`src/rtl/trsb_pkg.sv`:
```
// Shared types, constants and helpers of the trail ribbon strip builder.
`timescale 1ns / 1ps
`default_nettype none
package trsb_pkg;

    localparam int OBJ_W  = 8;   // object number, enough for 256 objects
    localparam int SLOT_W = 5;   // history slot, enough for 32 points
    localparam int CNT_W  = 6;   // point count, holds 0..32

    typedef struct packed {
        logic [3:0]         mesh_index;
        logic signed [31:0] pos_x;
        logic signed [31:0] pos_y;
        logic signed [31:0] pos_z;
        logic [30:0]        radius;
    } t_in_word;

    typedef struct packed {
        logic signed [31:0] vert_x;
        logic signed [31:0] vert_z;
        logic [4:0]         point_slot;
        logic               side;
        logic               last;
    } t_out_word;

    // one strip job handed from the front to the back
    typedef struct packed {
        logic [OBJ_W-1:0]   obj;
        logic [SLOT_W-1:0]  wr_slot;
        logic [SLOT_W-1:0]  old_slot;
        logic [CNT_W-1:0]   count;
        logic signed [31:0] px;
        logic signed [31:0] py;
        logic signed [31:0] pz;
        logic [30:0]        radius;
    } t_job;

    // queue status seen by both sides
    typedef struct packed {
        logic full;
        logic empty;
    } t_q_stat;

    function automatic logic [31:0] sat32(input logic signed [33:0] v);
        logic [31:0] res;
        if (v > 34'sd2147483647) begin
            res = 32'h7FFF_FFFF;
        end else if (v < -34'sd2147483648) begin
            res = 32'h8000_0000;
        end else begin
            res = v[31:0];
        end
        return res;
    endfunction

endpackage
`default_nettype wire

```
`src/rtl/trsb_fifo.sv`:
```
// Two-entry job queue between front and back.
`timescale 1ns / 1ps
`default_nettype none
module trsb_fifo (
    input  logic              i_clk,
    input  logic              i_rst_n,
    input  logic              i_push,
    input  trsb_pkg::t_job    i_job,
    input  logic              i_pop,
    output trsb_pkg::t_job    o_job,
    output trsb_pkg::t_q_stat o_stat
);
    import trsb_pkg::*;

    t_job       r_mem [2];
    logic       r_wp;
    logic       r_rp;
    logic [1:0] r_cnt;

    assign o_stat.full  = (r_cnt == 2'd2);
    assign o_stat.empty = (r_cnt == 2'd0);
    assign o_job = r_mem[r_rp];

    always_ff @(posedge i_clk) begin
        if (i_push) begin
            r_mem[r_wp] <= i_job;
        end
    end

    always_ff @(posedge i_clk) begin
        if (!i_rst_n) begin
            r_wp  <= 1'b0;
            r_rp  <= 1'b0;
            r_cnt <= '0;
        end else begin
            if (i_push) begin
                r_wp <= !r_wp;
            end
            if (i_pop) begin
                r_rp <= !r_rp;
            end
            r_cnt <= r_cnt + 2'(i_push) - 2'(i_pop);
        end
    end

endmodule
`default_nettype wire

```
`config.mk`:
```
export PLATFORM = sky130hd
export DESIGN_NAME = trsb_fifo
export DESIGN_NICKNAME = d
export VERILOG_FILES = /design/src/rtl/trsb_pkg.sv /design/src/rtl/trsb_fifo.sv
export SDC_FILE = /design/constraint.sdc
export NUM_CORES = 1
export LEC_CHECK = 0
export BUFFER_PORTS_ARGS = -buffer_cell sky130_fd_sc_hd__buf_2
export CAP_MARGIN = 25
export CORE_UTILIZATION = 50
export CTS_CLUSTER_DIAMETER = 60
export CTS_CLUSTER_SIZE = 40
export DETAILED_ROUTE_END_ITERATION = 10
export PLACE_DENSITY = 0.74
export SLEW_MARGIN = 25
export SYNTH_ARGS = -nofsm -noshare
export SYNTH_HDL_FRONTEND = slang
export SYNTH_SLANG_ARGS = --single-unit
```
`constraint.sdc`:
```
create_clock -name i_clk -period 25.1 [get_ports i_clk]
set_input_delay 2.51 -clock i_clk [delete_from_list [all_inputs] [get_ports i_clk]]
set_output_delay 2.51 -clock i_clk [all_outputs]
set_load 0.02 [all_outputs]
```
==> results.toml <==
[setup_path]
crit_path_start_kind = "register"
path_class = "reg2out"
cp.arrival_ns = 2.65
critPathRequiredTime_ns = 22.59
max_stage_delay_ns = 0.75
worstSetupEndpointType = "output pin"
worstPathMaxFanout = 53
cp_num_buf_inv = 2
cp_slowest_cell = "dfxtp_4"
path_cells = "buf_4 > mux2_2 > buf_2"
critPathTopFamily = "buffers and inverters"

[placed_design]
post-dp-hpwl_um = 14300
dp_slack_ns = 20.24
gp_congestion = 0.742
io_buffers = 307

[clocking]
postCtsSetupRepairBufs = 0
clk_latency_ns = 0.52
cts-root-buf = "clkbuf_16"
cts_hold_buf = 0
path_clk_slew_ns = 0.09
cts_resized = 0
tritoncts = "built"
htreeDepth = 1
cts-buffers-inserted = 19
cts_num_sinks = 307
cts.path.max_buffers = 3

[global_route]
gr-total-overflow = 0
grt_usage_pct = 17.2
grt_pass1_wl_um = 31300
grt_pass1_vias = 5688
antenna_found_initial = 1
grt_max_degree = 73

[logic_synthesis]
syn_area_um2 = 11500
yosysUniqueCellTypes = 14
syn_avg_cell_area_um2 = 23.4
netlist_instances = 491
yosys_warnings = 0
ys_seq_area_share_pct = 79.8
netlist_top_cells_area = "edfxtp_1, mux2_4, mux2_2, buf_6, dfxtp_1"
synth_common_cells = "edfxtp_1, mux2_4, mux2_2"
synthFlopType = "edfxtp_1"
async_flop_share_pct = 0
synth.top_cell.area_share_pct = 79.0
ys_ff_latch = 307
synth_most_common_cell = "edfxtp_1"
synth_edf_count = 302
syn_nets = 648
yosysTopAreaCell = "edfxtp_1"

[floorplanning]
die_h_um = 154
core.rowCount = 55
ios = 308
core_um2 = 22600
initial_utilization_pct = 50.9
dieArea_um2 = 23600
die_w_um = 154

[run]
drv_cap = 0

[timing]
max-slew-margin-rel_pct = 35.7
fin_skew_ns = 0.0116
fin_crit_sh_pct = 20.6
setup_violations = 0
worst_pin_slew_ns = 0.965
fmaxAchievable_mhz = 194
finalSetupTns_ns = 0
setup_slack_ns = 19.94
finalMaxSlewViolations = 0
grt_setup_unrepaired = "false"
final_hold_viol_count = 0
min_period_ns = 5.16

[worst_hold_path]
worstHoldPathType = "reg2reg"

[power_and_ir_drop]
vdd.ir_drop.worst_mv = 0.0558
power.density_nw_per_um2 = 78.1
leakage_nw = 5.42

[cells_and_area]
seq_area_um2 = 9170
nFillCells = 1568
nNetsFinal = 965
multiInputGateArea_um2 = 2170
drive_gt1_share_pct = 60.9
area_growth_syn_to_layout_pct = 21.7

[detailed_routing]
detail-route-antenna-nets = 0
drt_iter0_drc = 258
num_vias = 5528
wl_per_cell_um = 19.1
first_pass_iters = 4
wirelength_um = 21100
via_per_inst = 4.99
drc = 0

[outcome]
run_status = "complete, no violations"
sequential cells by signal, summed over array words and instances (netlist names), named ones only:
register	flops
r_wp	1
r_mem	302
r_rp	1
r_cnt	2
power by group:
| part | switching [W] | internal [W] |
|---|---|---|
| clock network | 0.000189 | 0.000158 |
| registers | 0.00000936 | 0.000592 |
| logic | 0.0000800 | 0.0000633 |
final cells by class:
class	count	share of cell area, %
Clock inverter	15	1.53
Tap cell	285	2.55
Antenna cell	1	0.0179
Multi-Input combinational cell	165	15.5
Clock buffer	19	3.40
Inverter	2	0.0537
Timing Repair Buffer	313	11.3
Sequential cell	307	65.6
cell families (layout without fill, tap and decap cells):
kind of cell | count (synthesis) | in the layout | share of synthesized area (%)
DFF | 307 | 307 | 79.8
muxes | 151 | 151 | 17.7
buffers and inverters | 19 | 349 | 1.41
and+or+nand+nor | 9 | 9 | 0.468
adders and majority gates | 2 | 2 | 0.218
xor gates and xnor gates | 2 | 2 | 0.272
AOI/OAI and AO/OA | 1 | 1 | 0.0654
other | 0 | 1 | 0
worst min-delay path, delay by kind of cell, from the launching register on:
family / cells / cell delay, ns
xor+xnor: 1 / 0.07
simple gates: 1 / 0.15
flops: 1 / 0.33
per-layer routing:
metal	vias up	share of wire, %	GRT usage (%)
met3	25	8.0	4.20
li1	2584	-	-
met5	-	0	0
met2	247	49	29.8
met4	0	1.7	4.43
met1	2672	41	21.8
worst paths after layout:
| check | start | end | slack, ns | cells past startpoint |
|---|---|---|---|---|
| max | register | o_job[37] | 19.94 | 3 |
| max reg2reg | r_wp | r_mem[0][110] | 22.73 | 2 |
| min | r_rp | register | 0.58 | 2 |
| min reg2reg | r_rp | register | 0.58 | 2 |
layout by cell type, fill, tap and decap left out:
cell,count
buf_2,307
edfxtp_1,302
mux2_4,90
mux2_2,61
clkbuf_16,19
inv_12,5
buf_4,5
dfxtp_1,4
and2_1,3
nor2b_1,3
clkinv_8,3
inv_1,2
ha_1,2
inv_6,2
inv_16,2
inv_8,2
diode_2,1
nor2b_4,1
nor2_1,1
xor2_1,1
and2_4,1
o21a_1,1
xnor3_1,1
dfxtp_4,1
clkinv_1,1
buf_6,1
stage by stage:
step	utilization (%)	std cells	power, W	hold slack (ns)	instance area [um2]
2_1_floorplan	-	491	0.000713	0.555	11500
3_3_place_gp	58.9	1072	0.000754	0.572	13300
3_5_place_dp	58.9	1072	0.000759	0.568	13300
4_1_cts	61.9	1106	0.00110	0.583	14000
5_1_grt	61.9	1106	0.00113	0.597	14000
6_report	61.9	1107	0.00109	0.576	14000
Note: power is estimated with default switching activity, not from simulation.
