`config.mk`:
```
export PLATFORM = sky130hd
export DESIGN_NAME = trsb_front_flat
export DESIGN_NICKNAME = d
export VERILOG_FILES = /design/src/rtl/trsb_pkg.sv /design/src/rtl/trsb_ifs.sv /design/src/rtl/trsb_front.sv /design/src/flat_wrapper.sv
export SDC_FILE = /design/constraint.sdc
export NUM_CORES = 1
export LEC_CHECK = 0
export BUFFER_PORTS_ARGS = -buffer_cell sky130_fd_sc_hd__buf_2
export CORE_ASPECT_RATIO = 1.25
export CORE_MARGIN = 8
export CORE_UTILIZATION = 25
export DETAILED_ROUTE_END_ITERATION = 8
export PLACE_DENSITY = 0.57
export SLEW_MARGIN = 20
export SYNTH_ARGS = -nofsm -noshare
export SYNTH_HDL_FRONTEND = slang
export SYNTH_SLANG_ARGS = --single-unit
```
`constraint.sdc`:
```
create_clock -name i_clk -period 3.67 [get_ports i_clk]
set_clock_uncertainty 0.2 [all_clocks]
set_input_delay 0.367 -clock i_clk [delete_from_list [all_inputs] [get_ports i_clk]]
set_output_delay 0.367 -clock i_clk [all_outputs]
set_load 0.01 [all_outputs]
```
`src/rtl/trsb_pkg.sv`:
```
// Shared types, constants and helpers of the trail ribbon strip builder.
`timescale 1ns / 1ps
`default_nettype none
package trsb_pkg;

    localparam int OBJ_W  = 8;   // object number, enough for 256 objects
    localparam int SLOT_W = 5;   // history slot, enough for 32 points
    localparam int CNT_W  = 6;   // point count, holds 0..32

    typedef struct packed {
        logic [3:0]         mesh_index;
        logic signed [31:0] pos_x;
        logic signed [31:0] pos_y;
        logic signed [31:0] pos_z;
        logic [30:0]        radius;
    } t_in_word;

    typedef struct packed {
        logic signed [31:0] vert_x;
        logic signed [31:0] vert_z;
        logic [4:0]         point_slot;
        logic               side;
        logic               last;
    } t_out_word;

    // one strip job handed from the front to the back
    typedef struct packed {
        logic [OBJ_W-1:0]   obj;
        logic [SLOT_W-1:0]  wr_slot;
        logic [SLOT_W-1:0]  old_slot;
        logic [CNT_W-1:0]   count;
        logic signed [31:0] px;
        logic signed [31:0] py;
        logic signed [31:0] pz;
        logic [30:0]        radius;
    } t_job;

    // queue status seen by both sides
    typedef struct packed {
        logic full;
        logic empty;
    } t_q_stat;

    function automatic logic [31:0] sat32(input logic signed [33:0] v);
        logic [31:0] res;
        if (v > 34'sd2147483647) begin
            res = 32'h7FFF_FFFF;
        end else if (v < -34'sd2147483648) begin
            res = 32'h8000_0000;
        end else begin
            res = v[31:0];
        end
        return res;
    endfunction

endpackage
`default_nettype wire

```
`src/rtl/trsb_ifs.sv`:
```
// Valid/ready channel interfaces for the input and result words.
`timescale 1ns / 1ps
`default_nettype none
interface trsb_in_if;
    import trsb_pkg::*;
    logic     valid;
    logic     ready;
    t_in_word word;
    modport source (output valid, output word, input ready);
    modport sink (input valid, input word, output ready);
endinterface

`default_nettype wire

```
`src/rtl/trsb_front.sv`:
```
// Front end: accept words, update per-object fill state, issue strip jobs.
`timescale 1ns / 1ps
`default_nettype none
module trsb_front #(
    parameter int TRAIL_DEPTH = 32,
    parameter int MAX_OBJECTS = 16
) (
    input  logic                i_clk,
    input  logic                i_rst_n,
    trsb_in_if.sink             i_in,
    input  trsb_pkg::t_q_stat   i_stat,
    output logic                o_push,
    output trsb_pkg::t_job      o_job
);
    import trsb_pkg::*;

    localparam int OW = (MAX_OBJECTS > 1) ? $clog2(MAX_OBJECTS) : 1;
    localparam int TD = TRAIL_DEPTH;

    logic [CNT_W-1:0]  r_fill [MAX_OBJECTS];
    logic [SLOT_W-1:0] r_old  [MAX_OBJECTS];

    logic [OBJ_W+3:0]  obj_ext;
    logic [OW-1:0]     obj_idx;
    logic              obj_ok;
    logic              accept;
    logic [CNT_W-1:0]  cur_n;
    logic [SLOT_W-1:0] cur_old;
    logic [CNT_W:0]    wsum;
    logic [CNT_W:0]    oinc;
    logic [SLOT_W-1:0] n_wr;
    logic [SLOT_W-1:0] n_old;
    logic [CNT_W-1:0]  n_fill;

    assign obj_ext = (OBJ_W + 4)'(i_in.word.mesh_index);
    assign obj_idx = obj_ext[OW-1:0];
    assign obj_ok  = 32'(obj_ext) < 32'(MAX_OBJECTS);
    assign i_in.ready = !i_stat.full;
    assign accept  = i_in.valid && !i_stat.full;

    always_comb begin
        cur_n   = r_fill[obj_idx];
        cur_old = r_old[obj_idx];
        wsum    = (CNT_W + 1)'(cur_old) + (CNT_W + 1)'(cur_n);
        oinc    = (CNT_W + 1)'(cur_old) + 1'b1;
        if (32'(cur_n) < TD) begin
            // room left: append behind the newest point
            if (32'(wsum) >= TD) begin
                wsum = wsum - (CNT_W + 1)'(TD);
            end
            n_wr   = SLOT_W'(wsum);
            n_old  = cur_old;
            n_fill = cur_n + 1'b1;
        end else begin
            // full: overwrite the oldest point and advance past it
            if (32'(oinc) >= TD) begin
                oinc = '0;
            end
            n_wr   = cur_old;
            n_old  = SLOT_W'(oinc);
            n_fill = cur_n;
        end
    end

    always_ff @(posedge i_clk) begin
        if (!i_rst_n) begin
            for (int i = 0; i < MAX_OBJECTS; i++) begin
                r_fill[i] <= '0;
                r_old[i]  <= '0;
            end
        end else if (accept && obj_ok) begin
            r_fill[obj_idx] <= n_fill;
            r_old[obj_idx]  <= n_old;
        end
    end

    assign o_push        = accept && obj_ok;
    assign o_job.obj     = OBJ_W'(obj_ext);
    assign o_job.wr_slot = n_wr;
    assign o_job.old_slot = n_old;
    assign o_job.count   = n_fill;
    assign o_job.px      = i_in.word.pos_x;
    assign o_job.py      = i_in.word.pos_y;
    assign o_job.pz      = i_in.word.pos_z;
    assign o_job.radius  = i_in.word.radius;

endmodule
`default_nettype wire

```
`src/flat_wrapper.sv`:
```
// flat-port wrapper written by rule: the top's interface ports become plain ports
module trsb_front_flat import trsb_pkg::*;
#(
    parameter int TRAIL_DEPTH = 32,
    parameter int MAX_OBJECTS = 16
)
  (i_clk, i_rst_n, i_stat, o_push, o_job, i_in_valid, i_in_word, i_in_ready);
  trsb_in_if i_in_i ();
  input  logic i_clk;
  input  logic i_rst_n;
  input  trsb_pkg::t_q_stat i_stat;
  output logic o_push;
  output trsb_pkg::t_job o_job;
  input wire logic [$bits(i_in_i.valid)-1:0] i_in_valid;
  input wire logic [$bits(i_in_i.word)-1:0] i_in_word;
  output wire logic [$bits(i_in_i.ready)-1:0] i_in_ready;
  assign i_in_i.valid = i_in_valid;
  assign i_in_i.word = i_in_word;
  assign i_in_ready = i_in_i.ready;
  trsb_front #(.TRAIL_DEPTH(TRAIL_DEPTH), .MAX_OBJECTS(MAX_OBJECTS)) u_core (.i_clk(i_clk), .i_rst_n(i_rst_n), .i_in(i_in_i), .i_stat(i_stat), .o_push(o_push), .o_job(o_job));
endmodule
```
==> reports/results.ini, run 1 <==
[yosys]
avgSynthCellArea_sq_um = 12.7
synthTopCellsByArea = edfxtp_1, buf_4, mux4_2
yosysSeqAreaShare_pct = 56.5
async_reset_ff_share_pct = 0
synth.ff_latch_count = 176
synth_ff_type = edfxtp_1
synth-edff-count = 176
syn-instance-count = 736
synth_area_sq_mm = 0.00935
yosysMostFrequentCell = edfxtp_1
synth_common_cells = edfxtp_1, nor2_1, buf_4
ys_types = 50
yosys_warnings = 0
yosysTopAreaCellShare_pct = 56.5
synth.largest_area_cell = edfxtp_1

[clocking]
worst_skew_pair.late_latency_ps = 440
clk_pin_slew_ps = 60
cts_max_path_buffers = 2
cts_hold_buffers = 0
cts_buffers = 17
cts_tree = built
cts_root_buf = clkbuf_16
cts_sinks = 176
htreeDepth = 4

[layout]
finalNonFillerCells = 1199
diodes = 0
drive_gt1_share_pct = 32.8
multiInputGateArea_sq_mm = 0.00279
final_nets = 844
nFillCells = 3784
regArea_sq_mm = 0.00529
syn_to_final_growth_pct = 9.91

[setup_path]
worstSetupStartpointType = flip-flop
rr_startpoint = u_core.r_old[5][0]
critical_path.cell_chain = mux4_2, mux4_2, ha_4, inv_2, fa_2, inv_2, a21o_1, a21oi_2, xor2_1, nor2_1, xor2_1, buf_2
r2r_setup_slack_ps = 430
required_ps = 3100
crit_type = flip-flop to output port
slowest_stage = mux4_2
cpPeakStageDelay_ps = 520
r2r-end = u_core.r_old[9][4]
rr_worst_depth = 9
cp_max_fo = 2
critPathArrivalTime_ps = 3200
crit_path_end_kind = output port

[die]
io_pins = 289
initial_utilization_pct = 25.2
rows = 79
core_area_sq_mm = 0.0371
die_area_sq_mm = 0.0439
die_x_um = 189
die_y_um = 232

[detailed_routing]
drc = 0
ant_nets = 0
drt_pass1_iterations = 5
viasPerCell = 4.44
drt-wirelength-per-cell_um = 19.4
num_vias = 5318
drtIter0Drc = 423
routed_wl_mm = 23.3

[global_route]
grtUsageTotal_pct = 10.5
grt_antenna_before_repair = 0
grt_max_degree = 19
grt_pass1_vias = 5481
grt.overflow.total = 0
grt_pass1_wl_mm = 34.0

[timing]
setup_viol = 1
hold_viol_final = 0
tns_ps = -95.6
slew_headroom_pct = 45.6
fin_hold_ws_ps = 534
fin_crit_ps = 3770
final-max-slew-violation-count = 0
max_freq_mhz = 266
worstMarginPinSlew_ps = 815
layout_worst_path_cycle_share_pct = 103
rsz0062_at_grt = true
fin_ws_ps = -95.6

[power]
power_density_mw_per_mm2 = 465
finalPower_mw = 4.78
ir_worst_vdd_mv = 0.359
power.leakage_nw = 3.82

[place]
place_congestion = 0.811
dp.cells = 1164
port_buffers = 29
hpwl_mm = 16.5

[status]
violations = setup timing
status = finished, violations left

[min_path]
min_from = i_in_word[0]
holdPathEnd = o_job[0]
hp-class = input port to output port
hold_depth = 0

[run]
max_cap_viol_count = 0

-- metal layers --
metal / global-route usage, % / share of wire, % / up-vias
met2: 17.5 / 49 / 200
met1: 12.1 / 39 / 2671
met4: 6.78 / 5.0 / 0
li1: - / - / 2379
met5: 0 / 0 / -
met3: 2.40 / 6.2 / 68
-- flip-flops by register name (all words and copies together) (netlist names) --
name	cells
u_core.r_fill	96
u_core.r_old	80
-- critical path: cells and delay by family, from the launching register on --
family | cells | cell delay (ps)
AND/OR/NAND/NOR | 1 | 60
multiplexers | 2 | 1020
buffers and inverters | 3 | 260
AO/OA/AOI/OAI | 2 | 270
flip-flops | 1 | 380
XOR/XNOR | 2 | 360
adder cells (fa/ha/maj) | 2 | 410
-- stage by stage --
step / setup WS, ps / cell area, sq um / util (%)
after floorplan: 118 / 9370 / -
after global placement: -232 / 9600 / 25.9
after detailed placement: -211 / 9600 / 25.9
after CTS: -239 / 10200 / 27.5
after global routing: -296 / 10300 / 27.7
final: -95.6 / 10300 / 27.7
-- power breakdown --
part           internal (mW)  switching (mW)  leakage [nW]  total [mW]
sequential              2.28          0.0186          1.82        2.30
combinational          0.323           0.480          1.75       0.803
clock                  0.923           0.752         0.255        1.67
total                   3.53            1.25          3.82        4.78
-- placed cells by master, fill, tap and decap left out, types with 3 or more instances in the layout --
master	netlist	layout
nand2_1	56	55
xor2_2	2	3
clkbuf_16	0	18
nor2b_1	3	3
nor2_1	154	154
clkinv_2	0	3
nand3_1	7	7
ha_1	6	4
xor2_1	5	4
inv_2	1	5
conb_1	1	4
edfxtp_1	176	176
a22oi_1	6	5
a21o_1	4	4
buf_4	141	89
clkinv_4	0	3
nor2_4	9	9
o21ai_1	0	3
mux2_2	4	4
buf_12	1	5
a21oi_1	18	16
mux4_2	41	42
and4_1	4	3
mux4_1	5	4
clkbuf_1	21	3
inv_1	17	13
buf_2	13	26
-- timing repair --
item | 4_1_cts | 5_1_grt
cloned | 1 | 1
pin swaps | 5 | 7
setup buffers | 0 | 2
endpoints found under the setup margin | 4 | 9
gates resized for setup | 12 | 18
-- area by class of cell --
class | instances | area share, %
Multi-Input combinational cell | 362 | 27.1
Sequential cell | 176 | 51.4
Clock inverter | 11 | 0.913
Timing Repair Buffer | 126 | 9.72
Clock buffer | 20 | 4.25
Inverter | 18 | 0.657
Tap cell | 486 | 5.91
-- cells by family (layout without fill, tap and decap cells) --
family	count (synthesis)	after routing	synth area share, %
flops	176	176	56.5
other cells	1	4	0.0401
fa+ha+maj	7	7	1.02
xor+xnor	9	9	1.28
compound gates	44	44	3.29
simple gates	245	245	11.3
buf+inv	201	175	14.4
mux	53	53	12.1
-- worst max path at each step --
stage	startpoint	cells past startpoint	to	slack, ps
6_report	u_core.r_old[5][0]	12	o_job[142]	-100
5_1_grt	u_core.r_old[5][0]	12	o_job[142]	-300
4_1_cts	u_core.r_old[5][0]	12	o_job[142]	-240
3_5_place_dp	i_in_word[128]	14	o_job[142]	-210
3_3_place_gp	i_in_word[128]	14	o_job[142]	-230
2_1_floorplan	i_in_word[127]	13	o_job[142]	120
Note: power is estimated with default switching activity, not from simulation.
==> run 2: changes to the inputs <==
Settings changed: ABC_AREA set to 1.
==> run 2 against run 1 <==
  * Utilization shrank 0.89 points
  * Count of clock-buffer cells in the layout shrank 3
  * Register-to-register slack gained 490 ps
  * The run now ends clean
==> reports/results.ini, run 2 <==
[clocking]
htreeDepth = 4  ; unchanged
cts_hold_buffers = 0  ; unchanged
cts_tree = built  ; unchanged
clk_pin_slew_ps = 70  ; was 60 ps
cts_sinks = 176  ; unchanged
worst_skew_pair.late_latency_ps = 430  ; was 440 ps
cts_root_buf = clkbuf_16  ; unchanged
cts_buffers = 17  ; unchanged
cts_max_path_buffers = 2  ; unchanged

[die]
die_y_um = 236  ; was 232 um
initial_utilization_pct = 25.3  ; was 25.2%
io_pins = 289  ; unchanged
die_x_um = 192  ; was 189 um
core_area_sq_mm = 0.0381  ; was 0.0371 sq mm
die_area_sq_mm = 0.0452  ; was 0.0439 sq mm
rows = 80  ; was 79

[setup_path]
cp_max_fo = 42  ; was 2
required_ps = 3100  ; about the same
critPathArrivalTime_ps = 2940  ; was 3200 ps
worstSetupStartpointType = input port  ; was flip-flop
crit_path_end_kind = output port  ; unchanged
rr_startpoint = u_core.r_old[11][1]  ; was u_core.r_old[5][0]
crit_type = input port to output port  ; was flip-flop to output port
startpoint = i_in_word[128]  ; was u_core.r_old[5][0]

[layout]
mostFrequentLayoutCells = nand2_1, edfxtp_1, nor2_1  ; was edfxtp_1, nor2_1, buf_4
final_nets = 1130  ; was 844
regArea_sq_mm = 0.00529  ; unchanged
drive_gt1_share_pct = 14.9  ; was 32.8%
nFillCells = 3987  ; was 3784
finalNonFillerCells = 1490  ; was 1199
diodes = 0  ; unchanged
syn_to_final_growth_pct = 6.04  ; was 9.91%
reg_top3 = u_core.r_fill: 96 flops, u_core.r_old: 80 flops  ; unchanged
multiInputGateArea_sq_mm = 0.00296  ; was 0.00279 sq mm
layout_commonest_cell = nand2_1  ; was edfxtp_1
largest_register_ff_count = 96  ; unchanged
final_core_utilization_pct = 26.8  ; was 27.7%
regMostFlops = u_core.r_fill  ; unchanged

[place]
port_buffers = 29  ; unchanged
dp.cells = 1459  ; was 1164
dp_slack_ps = 46.0  ; was -211 ps
hpwl_mm = 25.2  ; was 16.5 mm
place_congestion = 0.822  ; was 0.811

[detailed_routing]
ant_nets = 0  ; unchanged
drt-wirelength-per-cell_um = 23.0  ; was 19.4 um
drc = 0  ; unchanged
viasPerCell = 4.64  ; was 4.44
drt_pass1_iterations = 5  ; unchanged
num_vias = 6908  ; was 5318
routed_wl_mm = 34.3  ; was 23.3 mm
drtIter0Drc = 580  ; was 423

[timing]
slew_headroom_pct = 59.2  ; was 45.6%
hold_viol_final = 0  ; unchanged
final-max-slew-violation-count = 0  ; unchanged
fin_hold_ws_ps = 513  ; was 534 ps
worstMarginPinSlew_ps = 610  ; was 815 ps
fin_ws_ps = 167  ; was -95.6 ps
setup_viol = 0  ; was 1
rsz0062_at_grt = true  ; unchanged
tns_ps = 0  ; was -95.6 ps
layout_worst_path_cycle_share_pct = 95.5  ; was 103%
fin_crit_ps = 3500  ; was 3770 ps
max_freq_mhz = 285  ; was 266 MHz

[yosys]
synth_common_cells = nand2_1, edfxtp_1, nor2_1  ; was edfxtp_1, nor2_1, buf_4
synthTopCellsByArea = edfxtp_1, nand2_1, buf_4  ; was edfxtp_1, buf_4, mux4_2
yosysTopAreaCellShare_pct = 54.7  ; was 56.5%
ys_types = 30  ; was 50
syn-instance-count = 1072  ; was 736
synth.ff_latch_count = 176  ; unchanged
async_reset_ff_share_pct = 0  ; unchanged
synth_area_sq_mm = 0.00966  ; was 0.00935 sq mm
yosysSeqAreaShare_pct = 54.7  ; was 56.5%
yosys_warnings = 0  ; unchanged
synth_ff_type = edfxtp_1  ; unchanged
yosysMostFrequentCell = nand2_1  ; was edfxtp_1
synth.largest_area_cell = edfxtp_1  ; unchanged
avgSynthCellArea_sq_um = 9.01  ; was 12.7 sq um
synth-edff-count = 176  ; unchanged

[global_route]
grt_max_degree = 43  ; was 19
grt_antenna_before_repair = 0  ; unchanged
grt_pass1_vias = 6732  ; was 5481
grt_pass1_wl_mm = 47.6  ; was 34.0 mm
grt.overflow.total = 0  ; unchanged
grtUsageTotal_pct = 14.7  ; was 10.5%

[run]
max_cap_viol_count = 0  ; unchanged

[status]
status = finished clean  ; was finished, violations left

[power]
ir_worst_vdd_mv = 0.284  ; was 0.359 mV
power.leakage_nw = 4.11  ; was 3.82 nW
power_density_mw_per_mm2 = 465  ; about the same

[min_path]
min_from = i_in_word[130]  ; was i_in_word[0]
hp-class = input port to flip-flop  ; was input port to output port

-- run 2: power breakdown --
part	switching (mW)	leakage [nW]	internal (mW)
combinational	0.483	2.02	0.186
sequential	0.0191	1.82	2.28
clock	0.741	0.275	1.05
-- run 2: kinds of logic (layout without fill, tap and decap cells) --
group / count (synthesis) / in the layout / share of synthesized area (%)
fa+ha+maj: 7 / 7 / 0.985
simple gates: 594 / 595 / 25.7
other cells: 1 / 4 / 0.0388
xor+xnor: 4 / 4 / 0.518
buf+inv: 233 / 155 / 15.0
compound gates: 57 / 57 / 3.08
flops: 176 / 176 / 54.7
-- run 2: cell type report --
type | count | share of cell area, %
clock inverter | 13 | 1.44
tap | 492 | 6.01
sequential | 176 | 51.6
inverter | 32 | 1.17
clock buffer | 17 | 4.15
multi-input combinational | 667 | 28.9
timing repair buffer | 93 | 6.66
-- run 2: final timing paths --
path / endpoint / slack [ps] / depth (start not counted)
worst max-delay path: o_job[142] / 170 / 20
worst min-delay path: u_core.r_old[0][1] / 510 / 5
worst max register to register: u_core.r_old[5][4] / 920 / 16
worst min register to register: u_core.r_fill[4][4] / 970 / 8
-- run 2: routing by layer --
layer	track usage (%)	part of all wire, %	vias up
li1	-	-	3195
met3	7.72	14	130
met4	9.34	6.5	0
met2	24.4	48	303
met5	0	0	-
met1	14.0	32	3280
-- run 2: metrics by stage --
stage | power, mW | instance area, sq um
floorplan | 2.86 | 9670
global placement | 3.00 | 9640
detailed placement | 3.01 | 9640
CTS | 4.77 | 10200
global route | 4.91 | 10200
finish | 4.76 | 10200
-- run 2: worst max-delay path, cell delays in order --
cell and delay (ps):
buf_2 130, buf_12 190, nor2_4 300, buf_4 250
nand2_1 80, nand4_1 90, nand2_1 70, nand2_1 120
nor2_2 70, inv_2 100, ha_1 250, inv_1 90
o21bai_1 70, a31oi_1 200, a21oi_1 120, nand2_1 90
nand2_1 50, nand2_1 100, inv_1 40, buf_2 130
-- run 2: what timing repair did --
action,CTS,global route
setup endpoints to repair,0,4
resized for setup,0,4
setup buffers,0,0
